===== src/hw/rtl/gla_pkg.sv =====
// Package for the G-code line assembler: event and command class codes,
// character constants, line limit and the shared state/result structs.
// No dependencies.
package gla_pkg;

  // Line limit; the count, index and length fields are 6 bits wide
  localparam int LINE_LIMIT = 64;
  localparam int COUNT_W    = 6;

  // Event codes
  localparam logic [2:0] EV_CHAR     = 3'd0;
  localparam logic [2:0] EV_LINE     = 3'd1;
  localparam logic [2:0] EV_HOLD     = 3'd2;
  localparam logic [2:0] EV_RESUME   = 3'd3;
  localparam logic [2:0] EV_RESET    = 3'd4;
  localparam logic [2:0] EV_OVERFLOW = 3'd5;

  // Command classes reported at a line end
  localparam logic [3:0] CLS_GCODE   = 4'd0;
  localparam logic [3:0] CLS_STATUS  = 4'd1;
  localparam logic [3:0] CLS_INFO    = 4'd2;
  localparam logic [3:0] CLS_SETTING = 4'd3;
  localparam logic [3:0] CLS_GSTATE  = 4'd4;
  localparam logic [3:0] CLS_STARTUP = 4'd5;
  localparam logic [3:0] CLS_UNLOCK  = 4'd6;
  localparam logic [3:0] CLS_PARAMS  = 4'd7;
  localparam logic [3:0] CLS_HOME    = 4'd8;

  // Character constants
  localparam logic [7:0] CH_BANG   = 8'h21; // '!'
  localparam logic [7:0] CH_TILDE  = 8'h7E; // '~'
  localparam logic [7:0] CH_CAN    = 8'h18; // soft reset
  localparam logic [7:0] CH_LF     = 8'h0A;
  localparam logic [7:0] CH_CR     = 8'h0D;
  localparam logic [7:0] CH_SPACE  = 8'h20;
  localparam logic [7:0] CH_LPAREN = 8'h28; // '('
  localparam logic [7:0] CH_RPAREN = 8'h29; // ')'
  localparam logic [7:0] CH_SEMI   = 8'h3B; // ';'
  localparam logic [7:0] CH_SLASH  = 8'h2F; // '/'
  localparam logic [7:0] CH_QUEST  = 8'h3F; // '?'
  localparam logic [7:0] CH_DOLLAR = 8'h24; // '$'
  localparam logic [7:0] CH_HASH   = 8'h23; // '#'
  localparam logic [7:0] CH_UC_I   = 8'h49;
  localparam logic [7:0] CH_UC_G   = 8'h47;
  localparam logic [7:0] CH_UC_N   = 8'h4E;
  localparam logic [7:0] CH_UC_X   = 8'h58;
  localparam logic [7:0] CH_UC_H   = 8'h48;
  localparam logic [7:0] CH_LC_A   = 8'h61;
  localparam logic [7:0] CH_LC_Z   = 8'h7A;
  localparam logic [7:0] CASE_DIFF = 8'h20;

  // Line state carried from byte to byte
  typedef struct packed {
    logic [COUNT_W-1:0] kept_count;
    logic               in_paren;
    logic               in_semi;
    logic [7:0]         first_kept;
    logic [7:0]         second_kept;
  } line_state_t;

  // One result of the step logic
  typedef struct packed {
    logic               emit;
    logic [2:0]         event_kind;
    logic [7:0]         char_out;
    logic [COUNT_W-1:0] char_index;
    logic [COUNT_W-1:0] line_length;
    logic [3:0]         command_class;
  } step_result_t;

endpackage


===== src/hw/rtl/gla_if.sv =====
// Stream interfaces for the G-code line assembler: received bytes in,
// events out. Depends on gla_pkg for field widths.
interface gla_byte_if;
  logic       valid;
  logic       ready;
  logic [7:0] rx_byte;

  modport source (output valid, output rx_byte, input ready);
  modport sink   (input valid, input rx_byte, output ready);
endinterface

interface gla_event_if;
  logic                        valid;
  logic                        ready;
  logic [2:0]                  event_kind;
  logic [7:0]                  char_out;
  logic [gla_pkg::COUNT_W-1:0] char_index;
  logic [gla_pkg::COUNT_W-1:0] line_length;
  logic [3:0]                  command_class;

  modport source (output valid, output event_kind, output char_out, output char_index,
                  output line_length, output command_class, input ready);
  modport sink   (input valid, input event_kind, input char_out, input char_index,
                  input line_length, input command_class, output ready);
endinterface


===== src/hw/rtl/gla_step.sv =====
// Per-byte step logic of the G-code line assembler: classifies one byte,
// computes the next line state and the event it gives. Depends on gla_pkg.
module gla_step (
  input  logic [7:0]           rx_byte,
  input  gla_pkg::line_state_t cur,
  output gla_pkg::line_state_t nxt,
  output gla_pkg::step_result_t res
);

  logic [7:0] uc_byte;
  logic [3:0] line_class;

  // Fold lower case to upper case
  always_comb begin
    uc_byte = rx_byte;
    if (rx_byte inside {[gla_pkg::CH_LC_A:gla_pkg::CH_LC_Z]}) begin
      uc_byte = rx_byte - gla_pkg::CASE_DIFF;
    end
  end

  // Command class from the first two kept characters
  always_comb begin
    line_class = gla_pkg::CLS_GCODE;
    if (cur.kept_count == gla_pkg::COUNT_W'(1) && cur.first_kept == gla_pkg::CH_QUEST) begin
      line_class = gla_pkg::CLS_STATUS;
    end else if (cur.kept_count == gla_pkg::COUNT_W'(2) &&
                 cur.first_kept == gla_pkg::CH_DOLLAR) begin
      case (cur.second_kept)
        gla_pkg::CH_UC_I:   line_class = gla_pkg::CLS_INFO;
        gla_pkg::CH_DOLLAR: line_class = gla_pkg::CLS_SETTING;
        gla_pkg::CH_UC_G:   line_class = gla_pkg::CLS_GSTATE;
        gla_pkg::CH_UC_N:   line_class = gla_pkg::CLS_STARTUP;
        gla_pkg::CH_UC_X:   line_class = gla_pkg::CLS_UNLOCK;
        gla_pkg::CH_HASH:   line_class = gla_pkg::CLS_PARAMS;
        gla_pkg::CH_UC_H:   line_class = gla_pkg::CLS_HOME;
        default:            line_class = gla_pkg::CLS_GCODE;
      endcase
    end
  end

  // Byte decode, in priority order
  always_comb begin
    nxt = cur;
    res = '0;
    if (rx_byte == gla_pkg::CH_BANG) begin
      res.emit       = 1'b1;
      res.event_kind = gla_pkg::EV_HOLD;
    end else if (rx_byte == gla_pkg::CH_TILDE) begin
      res.emit       = 1'b1;
      res.event_kind = gla_pkg::EV_RESUME;
    end else if (rx_byte == gla_pkg::CH_CAN) begin
      nxt.kept_count = '0;
      nxt.in_paren   = 1'b0;
      nxt.in_semi    = 1'b0;
      res.emit       = 1'b1;
      res.event_kind = gla_pkg::EV_RESET;
    end else if (rx_byte == gla_pkg::CH_LF || rx_byte == gla_pkg::CH_CR) begin
      // comment flags clear at every line end; empty lines give nothing
      nxt.in_paren = 1'b0;
      nxt.in_semi  = 1'b0;
      if (cur.kept_count != '0) begin
        nxt.kept_count    = '0;
        res.emit          = 1'b1;
        res.event_kind    = gla_pkg::EV_LINE;
        res.line_length   = cur.kept_count;
        res.command_class = line_class;
      end
    end else if (cur.in_paren || cur.in_semi) begin
      // ')' ends only the paren comment
      if (rx_byte == gla_pkg::CH_RPAREN) begin
        nxt.in_paren = 1'b0;
      end
    end else if (rx_byte <= gla_pkg::CH_SPACE || rx_byte == gla_pkg::CH_SLASH) begin
      nxt = cur;
    end else if (rx_byte == gla_pkg::CH_LPAREN) begin
      nxt.in_paren = 1'b1;
    end else if (rx_byte == gla_pkg::CH_SEMI) begin
      nxt.in_semi = 1'b1;
    end else if (cur.kept_count >= gla_pkg::COUNT_W'(gla_pkg::LINE_LIMIT - 1)) begin
      // line full: drop byte and restart the line
      nxt.kept_count = '0;
      nxt.in_paren   = 1'b0;
      nxt.in_semi    = 1'b0;
      res.emit       = 1'b1;
      res.event_kind = gla_pkg::EV_OVERFLOW;
    end else begin
      if (cur.kept_count == gla_pkg::COUNT_W'(0)) begin
        nxt.first_kept = uc_byte;
      end else if (cur.kept_count == gla_pkg::COUNT_W'(1)) begin
        nxt.second_kept = uc_byte;
      end
      nxt.kept_count = cur.kept_count + gla_pkg::COUNT_W'(1);
      res.emit       = 1'b1;
      res.event_kind = gla_pkg::EV_CHAR;
      res.char_out   = uc_byte;
      res.char_index = cur.kept_count;
    end
  end

endmodule


===== src/hw/rtl/gla_top.sv =====
// G-code line assembler top level: input register, line state, result register.
// Depends on gla_pkg, gla_byte_if, gla_event_if and gla_step.
//
// Usage:
//   rx  : one received serial byte per transfer (valid/ready).
//   ev  : at most one event per byte (kept char, line end, feed hold,
//         cycle resume, soft reset, overflow). Bytes that give no event
//         (dropped, comment text, empty line ends) produce no transfer.
//   Path: a taken byte is held in the input register, then its event is
//   held in the result register, which drives it onto ev.
//   Throughput: one byte per cycle unless the receiver stalls; input register,
//   combinational step logic and result register form a two-deep pipeline.
//   Stall: while the result register is held by a stalled receiver, the
//   input register still takes one more byte; ready then drops until the
//   receiver takes the pending event.
//   Reset (rst, synchronous): pipeline empties, line count and comment
//   flags clear, the first and second kept characters read as zero.
module gcode_line_assembler (
  input logic         clk,
  input logic         rst,
  gla_byte_if.sink    rx,
  gla_event_if.source ev
);

  logic                   in_valid;
  logic [7:0]             in_byte;
  logic                   advance;
  gla_pkg::line_state_t   state;
  gla_pkg::line_state_t   state_next;
  gla_pkg::step_result_t  step_res;
  logic                   out_valid;
  gla_pkg::step_result_t  out_res;

  // Step the input register into the result register when it has room
  assign advance  = in_valid && (!out_valid || ev.ready);
  assign rx.ready = !in_valid || advance;

  gla_step u_step (
    .rx_byte (in_byte),
    .cur     (state),
    .nxt     (state_next),
    .res     (step_res)
  );

  // Input register
  always_ff @(posedge clk) begin
    if (rst) begin
      in_valid <= 1'b0;
    end else if (rx.ready) begin
      in_valid <= rx.valid;
    end
    if (rx.valid && rx.ready) begin
      in_byte <= rx.rx_byte;
    end
  end

  // Line state
  always_ff @(posedge clk) begin
    if (rst) begin
      state <= '0;
    end else if (advance) begin
      state <= state_next;
    end
  end

  // Result register
  always_ff @(posedge clk) begin
    if (rst) begin
      out_valid <= 1'b0;
    end else if (advance) begin
      out_valid <= step_res.emit;
    end else if (ev.ready) begin
      out_valid <= 1'b0;
    end
    if (advance && step_res.emit) begin
      out_res <= step_res;
    end
  end

  assign ev.valid         = out_valid;
  assign ev.event_kind    = out_res.event_kind;
  assign ev.char_out      = out_res.char_out;
  assign ev.char_index    = out_res.char_index;
  assign ev.line_length   = out_res.line_length;
  assign ev.command_class = out_res.command_class;

endmodule

===== src/flat_wrapper.sv =====
// flat-port wrapper written by rule: the top's interface ports become plain ports
module gcode_line_assembler_flat 
  (clk, rst, rx_valid, rx_rx_byte, rx_ready, ev_valid, ev_event_kind, ev_char_out, ev_char_index, ev_line_length, ev_command_class, ev_ready);
  gla_byte_if rx_i ();
  gla_event_if ev_i ();
  input logic clk;
  input logic rst;
  input wire logic [$bits(rx_i.valid)-1:0] rx_valid;
  input wire logic [$bits(rx_i.rx_byte)-1:0] rx_rx_byte;
  output wire logic [$bits(rx_i.ready)-1:0] rx_ready;
  output wire logic [$bits(ev_i.valid)-1:0] ev_valid;
  output wire logic [$bits(ev_i.event_kind)-1:0] ev_event_kind;
  output wire logic [$bits(ev_i.char_out)-1:0] ev_char_out;
  output wire logic [$bits(ev_i.char_index)-1:0] ev_char_index;
  output wire logic [$bits(ev_i.line_length)-1:0] ev_line_length;
  output wire logic [$bits(ev_i.command_class)-1:0] ev_command_class;
  input wire logic [$bits(ev_i.ready)-1:0] ev_ready;
  assign rx_i.valid = rx_valid;
  assign rx_i.rx_byte = rx_rx_byte;
  assign rx_ready = rx_i.ready;
  assign ev_valid = ev_i.valid;
  assign ev_event_kind = ev_i.event_kind;
  assign ev_char_out = ev_i.char_out;
  assign ev_char_index = ev_i.char_index;
  assign ev_line_length = ev_i.line_length;
  assign ev_command_class = ev_i.command_class;
  assign ev_i.ready = ev_ready;
  gcode_line_assembler u_core (.clk(clk), .rst(rst), .rx(rx_i), .ev(ev_i));
endmodule

===== config.mk =====
export PLATFORM = sky130hd
export DESIGN_NAME = gcode_line_assembler_flat
export DESIGN_NICKNAME = d
export VERILOG_FILES = /design/src/hw/rtl/gla_pkg.sv /design/src/hw/rtl/gla_if.sv /design/src/hw/rtl/gla_step.sv /design/src/hw/rtl/gla_top.sv /design/src/flat_wrapper.sv
export SDC_FILE = /design/constraint.sdc
export NUM_CORES = 1
export LEC_CHECK = 0
export BUFFER_PORTS_ARGS = -buffer_cell sky130_fd_sc_hd__clkbuf_2
export CAP_MARGIN = 0
export CORE_MARGIN = 5
export CORE_UTILIZATION = 58
export DETAILED_ROUTE_END_ITERATION = 6
export GPL_TIMING_DRIVEN = 0
export PLACE_DENSITY = 0.8
export SLEW_MARGIN = 20
export SYNTH_ARGS = -nofsm -noshare
export SYNTH_HDL_FRONTEND = slang
export SYNTH_SLANG_ARGS = --single-unit

===== constraint.sdc =====
create_clock -name clk -period 3.71 [get_ports clk]
set_input_delay 0.371 -clock clk [delete_from_list [all_inputs] [get_ports clk]]
set_output_delay 0.371 -clock clk [all_outputs]
set_load 0.02 [all_outputs]

* Word-level counts from Yosys, hierarchy flattened
Index checks and enable logic that the tools add are counted.
** Word-level totals
- Register bits after elaboration :: 61
** Cells by class
- $add $sub $neg :: 2
- Order comparisons :: 4
- Eq/ne operators :: 28
- Multiplexer cells :: 39
- Bitwise gates (word level) :: 12
- Reduce and logical (&&, ||, !) cells :: 27
** Operators by type and width (count)
- 8-bit by 6-bit equality test with 1-bit output (second input constant) :: 9
- 18-bit two-way mux :: 4
- 8-bit by 7-bit equality test with 1-bit output (second input constant) :: 6
- 8-bit two-way mux :: 6
- 17-bit two-way mux :: 2
- 16-bit two-way mux :: 2
- 4-bit one-hot mux with 7 select lines :: 1
- 24-bit two-way mux :: 1
- 6-bit two-way mux :: 4
- 4-bit two-way mux :: 5
- 8-bit by 4-bit equality test with 1-bit output (second input constant) :: 2
- 14-bit two-way mux :: 1
- 7-bit AND reduction :: 2
- 3-bit inequality test (second input constant) :: 4
- 1-bit inverter :: 12
- 12-bit AND reduction :: 1
- 6-bit nonzero test :: 2
- 11-bit AND reduction :: 1
- 9-bit OR reduction :: 1
- 8-bit by 5-bit equality test with 1-bit output (second input constant) :: 1
- 8-bit by 7-bit greater-or-equal comparator with 1-bit output (second input constant) :: 1
- 8-bit by 6-bit <= comparator with 1-bit output (second input constant) :: 1
- 8-bit by 7-bit <= comparator with 1-bit output (second input constant) :: 1
- 1-bit two-way mux :: 8
- 22 further kinds :: 34

* Longest topological paths before layout
- Depth after elaboration :: 13
- Gate-level depth with buffers :: 9

* Cells and area by module
A second synthesis with hierarchy kept.
** Second synthesis, totals
- Cell total of the unflattened synthesis :: 335
- Area, all modules :: 3554.7 sq um
** By module, submodules not included
- gcode_line_assembler :: instances 1, cells each 151, area each 2239.6 sq um, seq. area each 1571.5 sq um
- gla_step :: instances 1, cells each 184, area each 1315.0 sq um, seq. area each 0.0 sq um

* Least setup slack after synthesis
No wires, ideal clock.
- Path kind :: flip-flop to flip-flop
- Start :: register u_core.in_byte[5]
- End :: register u_core.out_res, in the netlist u_core.ev.char_index[0] (enable)
- Setup time :: 428 ps
- Arrival time :: 2879 ps
- Data required time :: 3282 ps
- Slack :: 404 ps
- Cell stages (with the launch flop) :: 7
- Path buffers :: 2
- Path through :: edfxtp_1 > buf_2 > or4b_1 > buf_2 > nor2_1 > o21ai_0 > a31oi_1
** On the way
- Longest elaborated chain between the ends :: 10
- Elaborated cells between the ends (all ways) :: 20
- Classes of those cells :: order compare: 1; eq/ne: 8; mux: 8; reduce/logical: 3
** Ends and longest elaborated chain
- start, declared :: RTL line gla_top.sv:26 : logic [7:0] in_byte;
- start signal, assigned :: RTL line gla_top.sv:53 : in_byte <= rx.rx_byte;
- parallel branches: the longest is 8 deep, another holds 8-bit by 6-bit <= comparator with 1-bit output
- 4-bit two-way mux (*) :: RTL line gla_step.sv:45 : if (rx_byte == gla_pkg::CH_BANG) begin
- 1-bit logical AND (*) :: RTL line gla_top.sv:75 : if (advance && step_res.emit) begin
- end signal, assigned :: RTL line gla_top.sv:76 : out_res <= step_res;
- end, declared :: RTL line gla_top.sv:32 : gla_pkg::step_result_t out_res;
Mark *: on every way between the ends.
A chain may end at the register's enable or synchronous reset.

* Worst setup path in the final report
- Start :: register u_core.in_byte[0]
- End :: register u_core.out_res, in the netlist u_core.ev.line_length[3] (enable)
The elaborated chain is that of the path after synthesis.

==> results.py <==
metrics = {
    "outcome": {
        "outcome": "completed",
    },
    "sta": {
        "hold_violations": 0,
        "period_minus_slack_ns": 2.99,
        "fmax_mhz": 335,
        "fin_skew_ns": 0.00866,
        "slew_headroom_pct": 55.8,
        "finalCritPeriodShare_pct": 80.5,
        "setup_viol": 0,
        "setup_tns_ns": 0,
        "rsz0062_at_grt": "false",
        "tightestPinTransition_ns": 0.654,
        "slew_violations": 0,
    },
    "die": {
        "start_util_pct": 59.4,
        "ios": 41,
        "die_height_um": 85.1,
        "die_w_um": 85.1,
        "die-area_mm2": 0.00724,
        "rows": 27,
        "core_mm2": 0.00551,
    },
    "synthesis": {
        "seq_area_frac_synth_pct": 48.0,
        "syn_area_mm2": 0.00327,
        "synth_ff_type": "edfxtp_1",
        "synthesis.nets": 328,
        "synth-edff-count": 35,
        "yosysWarningCount": 0,
        "synth_cell_types": 59,
        "async_flop_share_pct": 0,
        "yosysTopAreaCell": "edfxtp_1",
        "ys_ff_latch": 61,
        "synth_common_cells": "edfxtp_1, nand2b_1, dfxtp_1, a21oi_1, mux2i_1",
        "yosys-top-cells-area": "edfxtp_1, dfxtp_1, nand2b_1",
        "syn-instance-count": 310,
        "yosysTopAreaCellShare_pct": 32.1,
        "avgSynthCellArea_um2": 10.6,
        "synth_most_common_cell": "edfxtp_1",
    },
    "clocking": {
        "cts-resized-gates": 0,
        "cts_setup_buffers": 0,
        "clk_pin_slew_ns": 0.07,
        "cts_max_path_buffers": 2,
        "htreeDepth": 3,
        "clk_latency_ns": 0.34,
        "cts_buffers": 9,
        "cts_tree": "built",
        "clock_sinks": 61,
        "cts_root_buf": "clkbuf_8",
        "holdBufCountCts": 0,
    },
    "critical_path": {
        "critPathMaxFanout": 19,
        "arrival_ns": 3.08,
        "reg2reg_depth": 7,
        "endpoint_kind": "flip-flop",
        "cp.required_ns": 3.81,
        "critPathLaunchType": "flip-flop",
        "path_class": "flip-flop to flip-flop",
    },
    "layout": {
        "multi_input_area_mm2": 0.00159,
        "final_util_pct": 69.0,
        "diodes": 0,
        "area_growth_pct": 16.2,
        "drive_above_1_share_pct": 23.2,
        "fillers": 429,
        "seq_area_mm2": 0.00157,
        "final_area_mm2": 0.00380,
        "fin_nets": 379,
    },
    "detailed_routing": {
        "drc": 0,
        "vias": 2565,
        "wl_per_cell_um": 15.5,
        "drt-vias-per-instance": 5.86,
        "wirelength_um": 6790,
        "firstDrtPassIters": 4,
        "drtIter0Drc": 156,
        "ant_nets": 0,
    },
    "place": {
        "io_buffers": 39,
        "placed_area_mm2": 0.00360,
        "gp_congestion": 0.899,
        "dp_hpwl_um": 5010,
    },
    "global_route": {
        "globalRouteOverflowTotal": 0,
        "grt_pass1_wl_um": 11500,
        "track_usage_pct": 20.1,
        "grt_max_degree": 20,
        "grt_pass1_vias": 2458,
        "antenna_found_initial": 0,
    },
    "power_and_ir_drop": {
        "p_per_area_mw_per_mm2": 398,
        "vdd_drop_max_mv": 0.293,
        "p_leak_uw": 0.00145,
    },
    "worst_hold_path": {
        "hold_path_depth": 1,
        "hold_path.class": "primary input to flip-flop",
    },
    "job": {
        "drv_cap": 0,
    },
}
==> cell usage in the layout (no fill, tap or decap), types with 3 or more instances in the layout <==
master / n
nor2b_1: 4
buf_2: 5
o41ai_1: 3
nand3b_1: 8
nor4b_1: 3
and3_1: 10
buf_4: 3
clkbuf_8: 12
dfxtp_1: 26
clkbuf_2: 40
edfxtp_1: 35
nand2_1: 10
nand4_1: 7
nor3_1: 8
clkbuf_1: 10
or3_1: 4
ha_1: 6
or2_2: 4
nand2b_1: 31
or4_1: 3
o21ai_0: 6
a21oi_1: 16
inv_1: 10
nand3_1: 11
and2_1: 12
and2_2: 4
mux2i_1: 16
nor4_1: 7
nor2_1: 10
o31ai_1: 3
==> state kept, by name, summed over array words and instances (netlist names) <==
| signal | count |
|---|---|
| u_core.state | 24 |
| u_core.ev.char_out | 8 |
| u_core.in_byte | 8 |
| u_core.ev.char_index | 6 |
| u_core.ev.line_length | 6 |
| u_core.ev.command_class | 4 |
| u_core.ev.event_kind | 3 |
| u_core.ev.valid | 1 |
| u_core.in_valid | 1 |
==> stage by stage <==
step	hold slack (ns)	cells	power, µW	worst slack, ns
floorplan	0.449	310	884	0.404
detailed placement	0.474	422	935	0.827
global route	0.202	438	1580	0.578
global placement	0.460	421	925	-0.155
finish	0.208	438	1510	0.722
CTS	0.201	438	1510	0.755
==> area by class of cell <==
cell class / instances / share of cell area (%)
multi-input combinational: 222 / 41.8
sequential: 61 / 41.3
timing repair buffer: 40 / 5.86
clock buffer: 16 / 5.30
buffer: 17 / 2.37
tap: 72 / 2.37
inverter: 10 / 0.987
==> where the power goes <==
group          internal, µW  switching [µW]
registers               744            13.2
logic                  62.0             102
clock network           340             252
==> worst max-delay path, stage by stage (launching register included) <==
cell and delay (ns):
edfxtp_1 0.45, clkbuf_1 0.25, or3b_2 0.55, a211oi_4 0.45, nand3_1 0.30, o21ai_0 0.25, a31oi_4 0.25, buf_16 0.23
==> metal layers <==
layer,wire length (µm),part of all wire [%],GRT usage [%],vias to the layer above
met5,0,0,0,-
met4,150,2.2,9.06,0
met3,344,5.1,4.08,13
met2,3280,48,32.6,78
met1,3020,44,25.8,1212
li1,-,-,-,1262
==> logic make-up after synthesis <==
| group | count (synthesis) | share of synthesized area [%] |
|---|---|---|
| mux | 16 | 4.89 |
| compound gates | 49 | 11.3 |
| simple gates | 150 | 29.3 |
| buf+inv | 27 | 3.90 |
| fa+ha+maj | 6 | 2.29 |
| flops | 61 | 48.0 |
| xor+xnor | 1 | 0.268 |
==> worst paths after layout <==
| path | startpoint | end | slack [ns] |
|---|---|---|---|
| worst max-delay path | u_core.in_byte[0] | u_core.ev.line_length[3] | 0.72 |
| worst min-delay path | rx_rx_byte[3] | u_core.in_byte[3] | 0.21 |
| worst max register to register | u_core.in_byte[0] | u_core.ev.line_length[3] | 0.72 |
| worst min register to register | u_core.state[10] | u_core.state[10] | 0.49 |
Power figures use the tool's default switching activity.
